## config.mk

```make
export PLATFORM = sky130hd
export DESIGN_NAME = length_prefixed_deframer_top
export DESIGN_NICKNAME = d
export VERILOG_FILES = /design/src/hdl/lpd_pkg.sv /design/src/hdl/lpd_in_stage.sv /design/src/hdl/lpd_core.sv /design/src/hdl/lpd_out_stage.sv /design/src/hdl/length_prefixed_deframer_top.sv
export SDC_FILE = /design/constraint.sdc
export NUM_CORES = 1
export LEC_CHECK = 0
export CORE_ASPECT_RATIO = 2
export CORE_MARGIN = 1.5
export CORE_UTILIZATION = 30
export DETAILED_ROUTE_END_ITERATION = 8
export DONT_BUFFER_PORTS = 1
export PLACE_DENSITY = 0.51
export RECOVER_POWER = 25
export REMOVE_ABC_BUFFERS = 1
export SLEW_MARGIN = 0
export SYNTH_ARGS = -nofsm -noshare
export SYNTH_HDL_FRONTEND = slang
export SYNTH_SLANG_ARGS = --single-unit
```

## constraint.sdc

```tcl
create_clock -name clk -period 8.1 [get_ports clk]
set_input_delay 1.215 -clock clk [delete_from_list [all_inputs] [get_ports clk]]
set_output_delay 1.215 -clock clk [all_outputs]
set_load 0.02 [all_outputs]
```

## src/hdl/lpd_pkg.sv

```systemverilog
package lpd_pkg;

    localparam int BYTE_W    = 8;
    localparam int LEN_W     = 32;
    localparam int HDR_BYTES = 4;
    localparam int POS_W     = $clog2(HDR_BYTES);
    localparam int USER_W    = 2;

    // header length in the counter's width
    localparam logic [LEN_W-1:0] HDR_LEN = LEN_W'(HDR_BYTES);

    typedef enum logic
    {
        PH_HEADER,
        PH_CONTENT
    } phase_t;

    // one result as it leaves the core
    typedef struct packed
    {
        logic [BYTE_W-1:0] payload_byte;
        logic              first_of_packet;
        logic              last_of_packet;
        logic              empty_packet;
    } result_t;

endpackage

```

## src/hdl/lpd_in_stage.sv

```systemverilog
module lpd_in_stage
(
    input  logic                        clk,
    input  logic                        rst_n,
    input  logic                        s_valid,
    output logic                        s_ready,
    input  logic [lpd_pkg::BYTE_W-1:0]  s_byte,
    input  logic                        advance,
    output logic                        hold_valid,
    output logic [lpd_pkg::BYTE_W-1:0]  hold_byte
);
    import lpd_pkg::*;

    logic              valid_reg;
    logic              valid_next;
    logic [BYTE_W-1:0] byte_reg;

    // slot frees up when the held byte moves on in the same cycle
    assign s_ready = !valid_reg || advance;

    always_comb
    begin
        valid_next = valid_reg;
        if (s_valid && s_ready)
        begin
            valid_next = 1'b1;
        end
        else if (advance)
        begin
            valid_next = 1'b0;
        end
    end

    always_ff @(posedge clk or negedge rst_n)
    begin
        if (!rst_n)
        begin
            valid_reg <= 1'b0;
        end
        else
        begin
            valid_reg <= valid_next;
        end
    end

    always_ff @(posedge clk)
    begin
        if (s_valid && s_ready)
        begin
            byte_reg <= s_byte;
        end
    end

    assign hold_valid = valid_reg;
    assign hold_byte  = byte_reg;

endmodule

```

## src/hdl/lpd_core.sv

```systemverilog
module lpd_core
(
    input  logic                        clk,
    input  logic                        rst_n,
    input  logic                        item_valid,
    input  logic [lpd_pkg::BYTE_W-1:0]  item_byte,
    output logic                        res_valid,
    output lpd_pkg::result_t            res
);
    import lpd_pkg::*;

    phase_t             phase_reg;
    phase_t             phase_next;
    logic [LEN_W-1:0]   accum_reg;
    logic [LEN_W-1:0]   accum_next;
    logic [LEN_W-1:0]   left_reg;
    logic [LEN_W-1:0]   left_next;
    logic               started_reg;
    logic               started_next;

    logic [POS_W-1:0]   pos;
    logic [LEN_W-1:0]   accum_merged;
    logic [LEN_W-1:0]   left_dec;
    logic               left_done;

    // byte position in the header, wraps for an out-of-range counter
    assign pos          = POS_W'(HDR_LEN - left_reg);
    assign accum_merged = accum_reg
                        | (LEN_W'(item_byte) << {pos, 3'b000});
    assign left_dec     = (left_reg != '0) ? left_reg - LEN_W'(1) : '0;
    assign left_done    = (left_dec == '0);

    // next state
    always_comb
    begin
        phase_next   = phase_reg;
        accum_next   = accum_reg;
        left_next    = left_reg;
        started_next = started_reg;
        if (item_valid)
        begin
            case (phase_reg)
                PH_HEADER:
                begin
                    accum_next = accum_merged;
                    left_next  = left_dec;
                    if (left_done)
                    begin
                        if (accum_merged == '0)
                        begin
                            accum_next = '0;
                            left_next  = HDR_LEN;
                        end
                        else
                        begin
                            phase_next = PH_CONTENT;
                            left_next  = accum_merged;
                        end
                        started_next = 1'b0;
                    end
                end
                PH_CONTENT:
                begin
                    started_next = 1'b1;
                    left_next    = left_dec;
                    if (left_done)
                    begin
                        phase_next   = PH_HEADER;
                        accum_next   = '0;
                        left_next    = HDR_LEN;
                        started_next = 1'b0;
                    end
                end
                default:
                begin
                    phase_next = PH_HEADER;
                end
            endcase
        end
    end

    // result
    always_comb
    begin
        res_valid = 1'b0;
        res       = '0;
        case (phase_reg)
            PH_HEADER:
            begin
                if (item_valid && left_done && (accum_merged == '0))
                begin
                    res_valid           = 1'b1;
                    res.first_of_packet = 1'b1;
                    res.last_of_packet  = 1'b1;
                    res.empty_packet    = 1'b1;
                end
            end
            PH_CONTENT:
            begin
                res_valid           = item_valid;
                res.payload_byte    = item_byte;
                res.first_of_packet = !started_reg;
                res.last_of_packet  = left_done;
            end
            default:
            begin
                res_valid = 1'b0;
            end
        endcase
    end

    always_ff @(posedge clk or negedge rst_n)
    begin
        if (!rst_n)
        begin
            phase_reg   <= PH_HEADER;
            accum_reg   <= '0;
            left_reg    <= HDR_LEN;
            started_reg <= 1'b0;
        end
        else
        begin
            phase_reg   <= phase_next;
            accum_reg   <= accum_next;
            left_reg    <= left_next;
            started_reg <= started_next;
        end
    end

endmodule

```

## src/hdl/lpd_out_stage.sv

```systemverilog
module lpd_out_stage
(
    input  logic                        clk,
    input  logic                        rst_n,
    input  logic                        load,
    input  logic                        res_valid,
    input  lpd_pkg::result_t            res,
    output logic                        free,
    output logic                        m_valid,
    input  logic                        m_ready,
    output lpd_pkg::result_t            m_res
);
    import lpd_pkg::*;

    logic    valid_reg;
    logic    valid_next;
    result_t res_reg;

    assign free = !valid_reg || m_ready;

    always_comb
    begin
        valid_next = valid_reg;
        if (load)
        begin
            valid_next = res_valid;
        end
        else if (m_ready)
        begin
            valid_next = 1'b0;
        end
    end

    always_ff @(posedge clk or negedge rst_n)
    begin
        if (!rst_n)
        begin
            valid_reg <= 1'b0;
        end
        else
        begin
            valid_reg <= valid_next;
        end
    end

    always_ff @(posedge clk)
    begin
        if (load && res_valid)
        begin
            res_reg <= res;
        end
    end

    assign m_valid = valid_reg;
    assign m_res   = res_reg;

endmodule

```

## src/hdl/length_prefixed_deframer_top.sv

```systemverilog
// an accepted byte passes from the input register through the combinational core into the
// result register, from which the sink takes its result
// throughput: one byte per cycle while the sink keeps m_axis_tready high
// header bytes update the length register in the core
// reset: asynchronous, active low; block starts in the header phase, both stages empty
module length_prefixed_deframer_top
(
    input  logic                                clk,
    input  logic                                rst_n,
    // raw framed byte stream
    input  logic                                s_axis_tvalid,
    output logic                                s_axis_tready,
    input  logic [lpd_pkg::BYTE_W-1:0]          s_axis_tdata,   // [7:0] data_byte
    // deframed content stream
    output logic                                m_axis_tvalid,
    input  logic                                m_axis_tready,
    output logic [lpd_pkg::BYTE_W-1:0]          m_axis_tdata,   // [7:0] payload_byte
    output logic                                m_axis_tlast,   // last_of_packet
    output logic [lpd_pkg::USER_W-1:0]          m_axis_tuser    // [0] first_of_packet,
                                                                // [1] empty_packet
);
    import lpd_pkg::*;

    logic              hold_valid;
    logic [BYTE_W-1:0] hold_byte;
    logic              out_free;
    logic              advance;
    logic              res_valid;
    result_t           res;
    result_t           m_res;

    // held byte goes through the core whenever the output register can take
    // whatever it produces; header bytes move on even if nothing is emitted
    assign advance = hold_valid && out_free;

    // input register, decouples the upstream request from the core
    lpd_in_stage u_in
    (
        .clk        (clk),
        .rst_n      (rst_n),
        .s_valid    (s_axis_tvalid),
        .s_ready    (s_axis_tready),
        .s_byte     (s_axis_tdata),
        .advance    (advance),
        .hold_valid (hold_valid),
        .hold_byte  (hold_byte)
    );

    // header gather, length counter and packet marks
    lpd_core u_core
    (
        .clk        (clk),
        .rst_n      (rst_n),
        .item_valid (advance),
        .item_byte  (hold_byte),
        .res_valid  (res_valid),
        .res        (res)
    );

    // result register toward the sink
    lpd_out_stage u_out
    (
        .clk        (clk),
        .rst_n      (rst_n),
        .load       (advance),
        .res_valid  (res_valid),
        .res        (res),
        .free       (out_free),
        .m_valid    (m_axis_tvalid),
        .m_ready    (m_axis_tready),
        .m_res      (m_res)
    );

    assign m_axis_tdata = m_res.payload_byte;
    assign m_axis_tlast = m_res.last_of_packet;
    assign m_axis_tuser = {m_res.empty_packet, m_res.first_of_packet};

endmodule
```

# Yosys cells after proc, flatten, opt, wreduce, memory -nomap -nowiden
# Cells that the tools add are included.
# word_totals
ff_bits,87
latchBits,0
mem_bits_rw,0
rom_bits,0
in_bits,12
elab_cells,58
memories,0
# classes
n_addsub,2
mul,0
n_div,0
magnitude_cmp,0
n_eq_ne,2
shift,1
muxes,23
bitwise_logic,2
n_reduce_logical,17
# ops
op,count
2-to-1 mux 32 bit,7
one-hot mux 32 bit (2 select lines),2
logical NOT 32 bit,2
bitwise OR 32 bit,1
nonzero test 32 bit,1
<< shifter 8 x 5 -> 32 bit,1
subtractor 32 x 1 -> 32 bit (second input constant),1
2-to-1 mux 1 bit,9
one-hot mux 1 bit (2 select lines),3
logical AND 1 bit,5
one-hot mux 2 bit (2 select lines),1
AND reduction 2 bit,2
nonzero test 2 bit,2
logical NOT 1 bit,3
2-to-1 mux 3 bit,1
logical OR 1 bit,2
!= test 2 x 1 -> 1 bit (second input constant),1
!= test 2 bit (second input constant),1
subtractor 1 x 2 -> 2 bit (first input constant),1
inverter 1 bit,1

# Longest topological paths before layout
# Gate-level depths: netlist of the first run.
# logic_depth
word_depth,8
mapped_depth,14

# Modules after synthesis
# From an unflattened synthesis of the first run, not the netlist that was laid out.
# hier_totals
cells_unflattened,519
area_unflattened_um2,4809.6
# modules_own_cells
module,n_inst,cells_per_inst,area_each_um2,seq_area_each_um2
lpd_core,1,491,4124.0,1652.8
lpd_out_stage,1,15,385.4,355.3
lpd_in_stage,1,12,294.0,265.3
length_prefixed_deframer_top,1,1,6.3,0.0

# Worst setup path after synthesis of the first run
# Ideal clock, no wire load.
# synth_timing
path_kind,reg-to-reg
start,register u_core.left_reg[0]
end,register u_out.res_reg (netlist bit u_out.m_res[0]) (enable)
setup_ns,0.378
arrival_time_ns,3.370
path_slack_ns,4.351
stages_incl_launch_ff,13
n_path_buf,2
synth_period_minus_slack_ns,3.749
cell_sequence,dfrtp_1 -> clkbuf_1 -> inv_1 -> ha_1 -> and2_1 -> clkbuf_1 -> or4bb_1 -> a2111oi_2 -> nand3_1 -> nor2_1 -> a41o_2 -> a21oi_1 -> nor2_1
# synth_via
elab_chain_cells,8
word_cells_on_any_way,13
# synth_rtl
element,line,source
from (decl),lpd_core.sv:16,logic [LEN_W-1:0] left_reg;
from (signal assigned),lpd_core.sv:125,left_reg <= left_next;
"subtractor 32 x 1 -> 32 bit, or another cell as far along",lpd_core.sv:30,assign left_dec = (left_reg != '0) ? left_reg - LEN_W'(1) : '0;
2-to-1 mux 32 bit or << shifter 8 x 5 -> 32 bit (tied branches),"lpd_core.sv:30, lpd_core.sv:29",
logical NOT 32 bit or bitwise OR 32 bit (tied branches),"lpd_core.sv:31, lpd_core.sv:29",
logical AND 1 bit or logical NOT 32 bit (tied branches),lpd_core.sv:90,if (item_valid && left_done && (accum_merged == '0))
logical AND 1 bit (*),lpd_core.sv:90,
2-to-1 mux 1 bit (*),lpd_core.sv:90,
one-hot mux 1 bit (2 select lines) (*),lpd_core.sv:87,case (phase_reg)
logical AND 1 bit (*),lpd_out_stage.sv:48,if (load && res_valid)
to (signal assigned),lpd_out_stage.sv:50,res_reg <= res;
to (decl),lpd_out_stage.sv:17,result_t res_reg;
# Every way passes the cells marked *; elsewhere a longest branch is shown, timed or not.
# A chain may end at the register's enable or synchronous reset.

# Final worst setup path of the first run
# layout_timing
start,register u_core.left_reg[0]
end,register u_out.res_reg (netlist bit u_out.m_res[3]) (enable)
# Same word-level chain as after synthesis.

==> impl_metrics.tcl, run 1 <==
set metrics [dict create \
    clk_latency_ns 0.35 \
    timing_worst_slew_pin_value_ns 1.052 \
    startpoint_type "flip-flop" \
    cts_root_buffer "sky130_fd_sc_hd__clkbuf_16" \
    dp_hpwl_mm 11.53 \
    power.switching_fraction_pct 36.16 \
    grt_pass1_wl_mm 23.95 \
    synth-seq-area-share_pct 47.10 \
    buffer_depth_of_the_longest_clock_path 2 \
    syn_inst 510 \
    p_leak_nw 1.929 \
    hold_path_class "flip-flop to flip-flop" \
    yosys_warnings 0 \
    postSynth.asyncResetShare_pct 78.16 \
    upper_clock_frequency_limit_mhz 218.9 \
    routed-wl-met3_um 471 \
    cts_tree "built" \
    avg_wl_per_cell_um 21.88 \
    antenna-diode-count 0 \
    setup.worst_path.end_class "flip-flop" \
    commonest_register_cell_after_synthesis "sky130_fd_sc_hd__dfrtp_1" \
    dpl.cell_count 682 \
    ant_nets 0 \
    seqPwrFrac_pct 46.3 \
    hold-path-cell-count 1 \
    vias 4126 \
    final_cell_mix "sky130_fd_sc_hd__dfrtp_1 (67), sky130_fd_sc_hd__a21oi_1 (51), sky130_fd_sc_hd__nor2_1 (43), sky130_fd_sc_hd__a22o_1 (26), sky130_fd_sc_hd__o21ai_0 (24)" \
    ports 25 \
    drtPass1Iterations 5 \
    die_area_sq_um 16910 \
    syn_area_sq_um 4827 \
    criticalPathCategory "flip-flop to flip-flop" \
    highest_layer "met4" \
    finalMaxSlewViolations 0 \
    global_route.usage.total_pct 19.13 \
    yosysUniqueCellTypes 67 \
    post-route-drc-count 0 \
    grt.overflow.total 0 \
    timing.hold.worst.start "u_core.accum_reg[17]$_DFFE_PN0P_" \
    crit_fanout 16 \
    routed-wl-met2_mm 8.621 \
    hold_buffers 0 \
    post_route_cells_drive_above_1_share_pct 7.243 \
    totalWireLength_mm 15.28 \
    post-cts-setup-buffers 0 \
    finalCriticalPeriod_ns 4.567 \
    unrepaired_setup_endpoints_after_global_routing "false" \
    area_growth_syn_to_layout_pct 8.891 \
    final_common_cell "sky130_fd_sc_hd__dfrtp_1" \
    floorplan.die.width_um 92.70 \
    power_switching_uw 469.2 \
    maximum_number_of_pins_on_one_net_before_global_route_repair 69 \
    initial_utilization_pct 30.59 \
    combinationalPowerShare_pct 22.9 \
    tritoncts_num_sinks 87 \
    run_status "finished, final reports clean" \
    number_of_antenna_violations_at_the_first_check_in_global_routing 0 \
    placeableCoreArea_sq_um 15780 \
    finalSetupViolations 0 \
    timing.rr.start "u_core.left_reg[0]$_DFFE_PN0P_" \
    finalNetCount 505 \
    reg2regPathDepth 10 \
    layout.cells.non_filler 698 \
    vdd_ir_drop_max_mv 0.1544 \
    initialDrtViolationCount 308 \
    whs_ns 0.5152 \
    timing.clock.skew_ns 0.01036 \
    timing.max_cap.violations 0 \
    tritoncts.num_buffers 9 \
    setup.reg_to_reg.worst_slack_ns 3.53 \
    worst-endpoint-arrival_ns 4.55 \
    synth.avg_cell_area_sq_um 9.465 \
    io_buffer_count 0 \
    whs_endpoint "u_core.accum_reg[17]$_DFFE_PN0P_" \
    tightest_slew_margin_relative_to_the_limit_pct 29.34 \
    cts_htree_levels 3 \
    clk_transition_reported_paths_ns 0.07 \
    finalCoreUtilization_pct 33.31 \
    worstReg2RegEnd "u_out.m_res[3]$_SDFFCE_PN0P_" \
    cell_internal_power_dissipation_uw 828.5 \
    chipHeight_um 182.4 \
    cts.repair.resized 0 \
    synth-edff-count 19 \
    yosys_register_bits 87 \
    drt-vias-per-instance 5.911 \
    required_ns 8.08 \
    fin_setup_tns_ns 0 \
    min_period_over_period_pct 56.39 \
    clkPwrFrac_pct 30.9 \
    hold_viol_final 0 \
    route.layer.met1.wl_mm 5.317 \
    gp_congestion 0.9144 \
    number_of_global_route_vias_before_repair 4187 \
    power.density_nw_per_um2 246.9 \
    number_of_placement_rows 65 \
]
==> power groups by stage <==
stage	combinational, mW	clock (mW)	sequential (mW)
after floorplan	0.217	0	0.574
after global placement	0.294	0	0.603
after detailed placement	0.295	0	0.607
after CTS	0.296	0.412	0.598
after global routing	0.327	0.429	0.606
final	0.297	0.400	0.601
==> layout make-up <==
cell class                      instances  area (sq um)
Clock buffer                           11         242.7
Clock inverter                          5         42.54
Fill cell                            1632         10520
Inverter                               19         71.32
Multi-Input combinational cell        372          2352
Sequential cell                        87          2273
Tap cell                              201         251.5
Timing Repair Buffer                    3         22.52
==> stage by stage <==
stage	area [sq um]	setup slack (ns)	total power, mW
floorplan	4690	4.284	0.7908
global placement	4971	3.765	0.8977
detailed placement	4971	3.560	0.9020
CTS	5256	3.546	1.306
global route	5256	3.069	1.362
finish	5256	3.533	1.298
==> worst max-delay path, stage by stage, from the launching register on <==
cell	delay, ns
sky130_fd_sc_hd__dfrtp_1	0.66
sky130_fd_sc_hd__inv_1	0.22
sky130_fd_sc_hd__ha_1	0.62
sky130_fd_sc_hd__and2_1	0.40
sky130_fd_sc_hd__or4bb_1	0.46
sky130_fd_sc_hd__a2111oi_2	0.30
sky130_fd_sc_hd__nand3_1	0.12
sky130_fd_sc_hd__nor2_1	0.21
sky130_fd_sc_hd__a41o_2	0.35
sky130_fd_sc_hd__a21oi_1	0.12
sky130_fd_sc_hd__nor2_1	0.72
==> cell usage after synthesis, types with 4 or more instances <==
library cell | number | area [sq um]
sky130_fd_sc_hd__o22ai_1 | 8 | 50.05
sky130_fd_sc_hd__a22o_1 | 26 | 227.7
sky130_fd_sc_hd__or3_1 | 10 | 62.56
sky130_fd_sc_hd__o211ai_1 | 4 | 30.03
sky130_fd_sc_hd__inv_1 | 19 | 71.32
sky130_fd_sc_hd__nand4_1 | 9 | 56.30
sky130_fd_sc_hd__dfrtp_1 | 67 | 1677
sky130_fd_sc_hd__a21oi_1 | 51 | 255.2
sky130_fd_sc_hd__nor2b_1 | 8 | 50.05
sky130_fd_sc_hd__nor4b_1 | 4 | 35.03
sky130_fd_sc_hd__nor4_1 | 13 | 81.33
sky130_fd_sc_hd__buf_2 | 5 | 25.02
sky130_fd_sc_hd__nor2_1 | 43 | 161.4
sky130_fd_sc_hd__o21ai_0 | 24 | 120.1
sky130_fd_sc_hd__nand3_1 | 8 | 40.04
sky130_fd_sc_hd__edfxtp_1 | 19 | 570.6
sky130_fd_sc_hd__o21ai_1 | 14 | 70.07
sky130_fd_sc_hd__or4_1 | 9 | 67.56
sky130_fd_sc_hd__nor3_1 | 21 | 105.1
sky130_fd_sc_hd__or2_2 | 4 | 25.02
sky130_fd_sc_hd__nand2b_1 | 10 | 62.56
sky130_fd_sc_hd__a22oi_1 | 6 | 45.04
sky130_fd_sc_hd__and2_1 | 12 | 75.07
sky130_fd_sc_hd__clkbuf_1 | 24 | 90.09
sky130_fd_sc_hd__a31oi_1 | 6 | 37.54
sky130_fd_sc_hd__nand2_1 | 23 | 86.33
sky130_fd_sc_hd__mux2i_1 | 8 | 80.08
==> layer usage <==
layer,up-vias,GRT usage [%]
met5,-,0
met4,0,13.09
met3,46,2.875
met2,140,35.12
met1,2046,19.33
li1,1894,-
==> how the worst max path moves through the flow <==
stage	cells after the start	slack, ns	start	to
2_1_floorplan	10	4.28	u_core.left_reg[0]$_DFFE_PN0P_	u_core.left_reg[0]$_DFFE_PN0P_
3_3_place_gp	10	3.76	u_core.left_reg[0]$_DFFE_PN0P_	u_out.m_res[10]$_SDFFCE_PN0P_
3_5_place_dp	10	3.56	u_core.left_reg[0]$_DFFE_PN0P_	u_out.m_res[10]$_SDFFCE_PN0P_
4_1_cts	10	3.55	u_core.left_reg[0]$_DFFE_PN0P_	u_out.m_res[7]$_SDFFCE_PN0P_
5_1_grt	7	3.07	u_core.left_reg[0]$_DFFE_PN0P_	u_out.m_res[3]$_SDFFCE_PN0P_
6_report	10	3.53	u_core.left_reg[0]$_DFFE_PN0P_	u_out.m_res[3]$_SDFFCE_PN0P_
==> kinds of logic after synthesis <==
kind of cell / after synthesis / synth area share (%)
AO/OA/AOI/OAI: 168 / 22.86
XOR/XNOR: 5 / 0.9074
adder cells (fa/ha/maj): 1 / 0.2592
buffers and inverters: 51 / 4.329
flip-flops: 87 / 47.10
multiplexers: 10 / 2.359
AND/OR/NAND/NOR: 188 / 22.19
Note: power is estimated with default switching activity, not from simulation.
==> run 2: changes to the inputs <==
PLACE_DENSITY = 0.52   (was 0.51)
clock period = 3.9 ns   (was 8.1 ns; I/O delays follow)
==> impl_metrics.tcl, run 2 (synthesized netlist as in run 1, its figures left out) <==
set metrics [dict create \
    timing.max_cap.violations 1 \
    drt-vias-per-instance 5.839 \
    area_growth_syn_to_layout_pct 13.14 \
    dp_hpwl_mm 11.80 \
    tritoncts.num_buffers 9 \
    cts.repair.resized 0 \
    cts_tree "built" \
    violations "max-capacitance violations, max-slew violations" \
    fin_setup_tns_ns 0 \
    setup.worst_path.end_class "flip-flop" \
    drtPass1Iterations 5 \
    chipHeight_um 182.4 \
    final_cell_mix "sky130_fd_sc_hd__dfrtp_1 (67), sky130_fd_sc_hd__a21oi_1 (51), sky130_fd_sc_hd__nor2_1 (43), sky130_fd_sc_hd__buf_4 (29), sky130_fd_sc_hd__a22o_1 (26)" \
    cts_root_buffer "sky130_fd_sc_hd__clkbuf_16" \
    hold_path_class "input port to async pin" \
    unrepaired_setup_endpoints_after_global_routing "false" \
    tightest_slew_margin_relative_to_the_limit_pct -18.17 \
    post_route_cells_drive_above_1_share_pct 11.83 \
    ports 25 \
    worstReg2RegEnd "u_core.left_reg[0]$_DFFE_PN0P_" \
    post-cts-setup-buffers 0 \
    finalMaxSlewViolations 68 \
    avg_wl_per_cell_um 21.85 \
    final_common_cell "sky130_fd_sc_hd__dfrtp_1" \
    post-route-drc-count 0 \
    criticalPathCategory "flip-flop to flip-flop" \
    min_period_over_period_pct 92.91 \
    vias 4233 \
    ant_nets 0 \
    number_of_antenna_violations_at_the_first_check_in_global_routing 0 \
    buffer_depth_of_the_longest_clock_path 2 \
    grt_pass1_wl_mm 24.72 \
    timing_worst_slew_pin_value_ns 1.773 \
    hold_viol_final 0 \
    clk_latency_ns 0.34 \
    totalWireLength_mm 15.84 \
    timing.clock.skew_ns 0.009817 \
    gp_congestion 0.9518 \
    io_buffer_count 0 \
    critPathCapture "u_core.left_reg[0]$_DFFE_PN0P_" \
    maximum_number_of_pins_on_one_net_before_global_route_repair 68 \
    power.density_nw_per_um2 516.6 \
    required_ns 4.10 \
    timing.rr.start "u_core.left_reg[1]$_DFFE_PN0P_" \
    initialDrtViolationCount 351 \
    crit_fanout 11 \
    die_area_sq_um 16910 \
    run_status "complete, but fails checks" \
    vdd_ir_drop_max_mv 0.4199 \
    worst-endpoint-arrival_ns 3.82 \
    reg2regPathDepth 10 \
    placeableCoreArea_sq_um 15780 \
    finalNetCount 532 \
    finalCriticalPeriod_ns 3.623 \
    p_leak_nw 2.069 \
    setup_slack_ns 0.2765 \
    global_route.usage.total_pct 19.67 \
    startpoint_type "flip-flop" \
    place_ws_ns 0.3781 \
    grt.overflow.total 0 \
    floorplan.die.width_um 92.70 \
    antenna-diode-count 0 \
    initial_utilization_pct 30.59 \
    cts_htree_levels 3 \
    number_of_global_route_vias_before_repair 4444 \
    upper_clock_frequency_limit_mhz 276.0 \
    finalSetupViolations 0 \
    crit_path_start "u_core.left_reg[1]$_DFFE_PN0P_" \
    setup.reg_to_reg.worst_slack_ns 0.28 \
    clk_transition_reported_paths_ns 0.06 \
    tritoncts_num_sinks 87 \
    number_of_placement_rows 65 \
]
run 2: worst max-delay path, cell delays in order (launching register included):
cell and delay, ns:
sky130_fd_sc_hd__dfrtp_1 0.45, sky130_fd_sc_hd__inv_1 0.07, sky130_fd_sc_hd__ha_1 0.38, sky130_fd_sc_hd__buf_4 0.21, sky130_fd_sc_hd__mux4_2 0.50, sky130_fd_sc_hd__a2111oi_0 0.39
sky130_fd_sc_hd__nor4b_1 0.34, sky130_fd_sc_hd__buf_4 0.21, sky130_fd_sc_hd__or2_2 0.22, sky130_fd_sc_hd__or3_1 0.52, sky130_fd_sc_hd__o21ai_0 0.19
run 2: area by class of cell:
cell class | count | area [sq um]
clock buffer | 11 | 232.7
clock inverter | 5 | 57.56
fill | 1638 | 10320
inverter | 19 | 71.32
multi-input combinational | 372 | 2352
sequential | 87 | 2273
tap | 201 | 251.5
timing repair buffer | 30 | 222.7
run 2: where the power goes:
part | total, mW | internal (mW) | leakage, nW | switching, mW
Clock | 0.857 | 0.498 | 0.144 | 0.359
Sequential | 1.20 | 1.03 | 1.02 | 0.175
Combinational | 0.761 | 0.307 | 0.903 | 0.455
Total | 2.82 | 1.83 | 2.07 | 0.989
run 2: how the worst min path moves through the flow:
stage | start | to | slack (ns) | cells after the start
5_1_grt | rst_n | u_core.left_reg[2]$_DFFE_PN1P_ | 0.07 | 0
3_5_place_dp | rst_n | u_core.left_reg[27]$_DFFE_PN0P_ | 0.29 | 0
4_1_cts | rst_n | u_core.left_reg[2]$_DFFE_PN1P_ | 0.07 | 0
6_report | rst_n | u_core.left_reg[2]$_DFFE_PN1P_ | 0.09 | 0
3_3_place_gp | rst_n | u_core.left_reg[27]$_DFFE_PN0P_ | 0.29 | 0
2_1_floorplan | rst_n | u_core.accum_reg[0]$_DFFE_PN0P_ | 0.29 | 0
run 2: per-stage QoR:
stage	util [%]	cells	power [mW]	hold slack [ns]	cell area [sq um]
after detailed placement	32.74	708	1.954	0.2924	5166
after global routing	34.62	725	2.969	0.06974	5461
after global placement	32.74	708	1.948	0.2923	5166
after CTS	34.76	725	2.837	0.07396	5484
final	34.62	725	2.821	0.08634	5461
after floorplan	-	478	1.642	0.2894	4690
run 2: repair_timing:
| item | 4_1_cts | 5_1_grt |
|---|---|---|
| setup endpoints to repair | 0 | 0 |
| hold buffers | 1 | 0 |
| endpoints found under the hold margin | 67 | 0 |
run 2: per-layer routing:
metal	wire, um	track usage, %	up-vias
met5	0	0	-
met3	482	2.542	63
met1	5421	19.32	2073
met2	8751	35.85	153
li1	-	-	1944
met4	1186	15.88	0
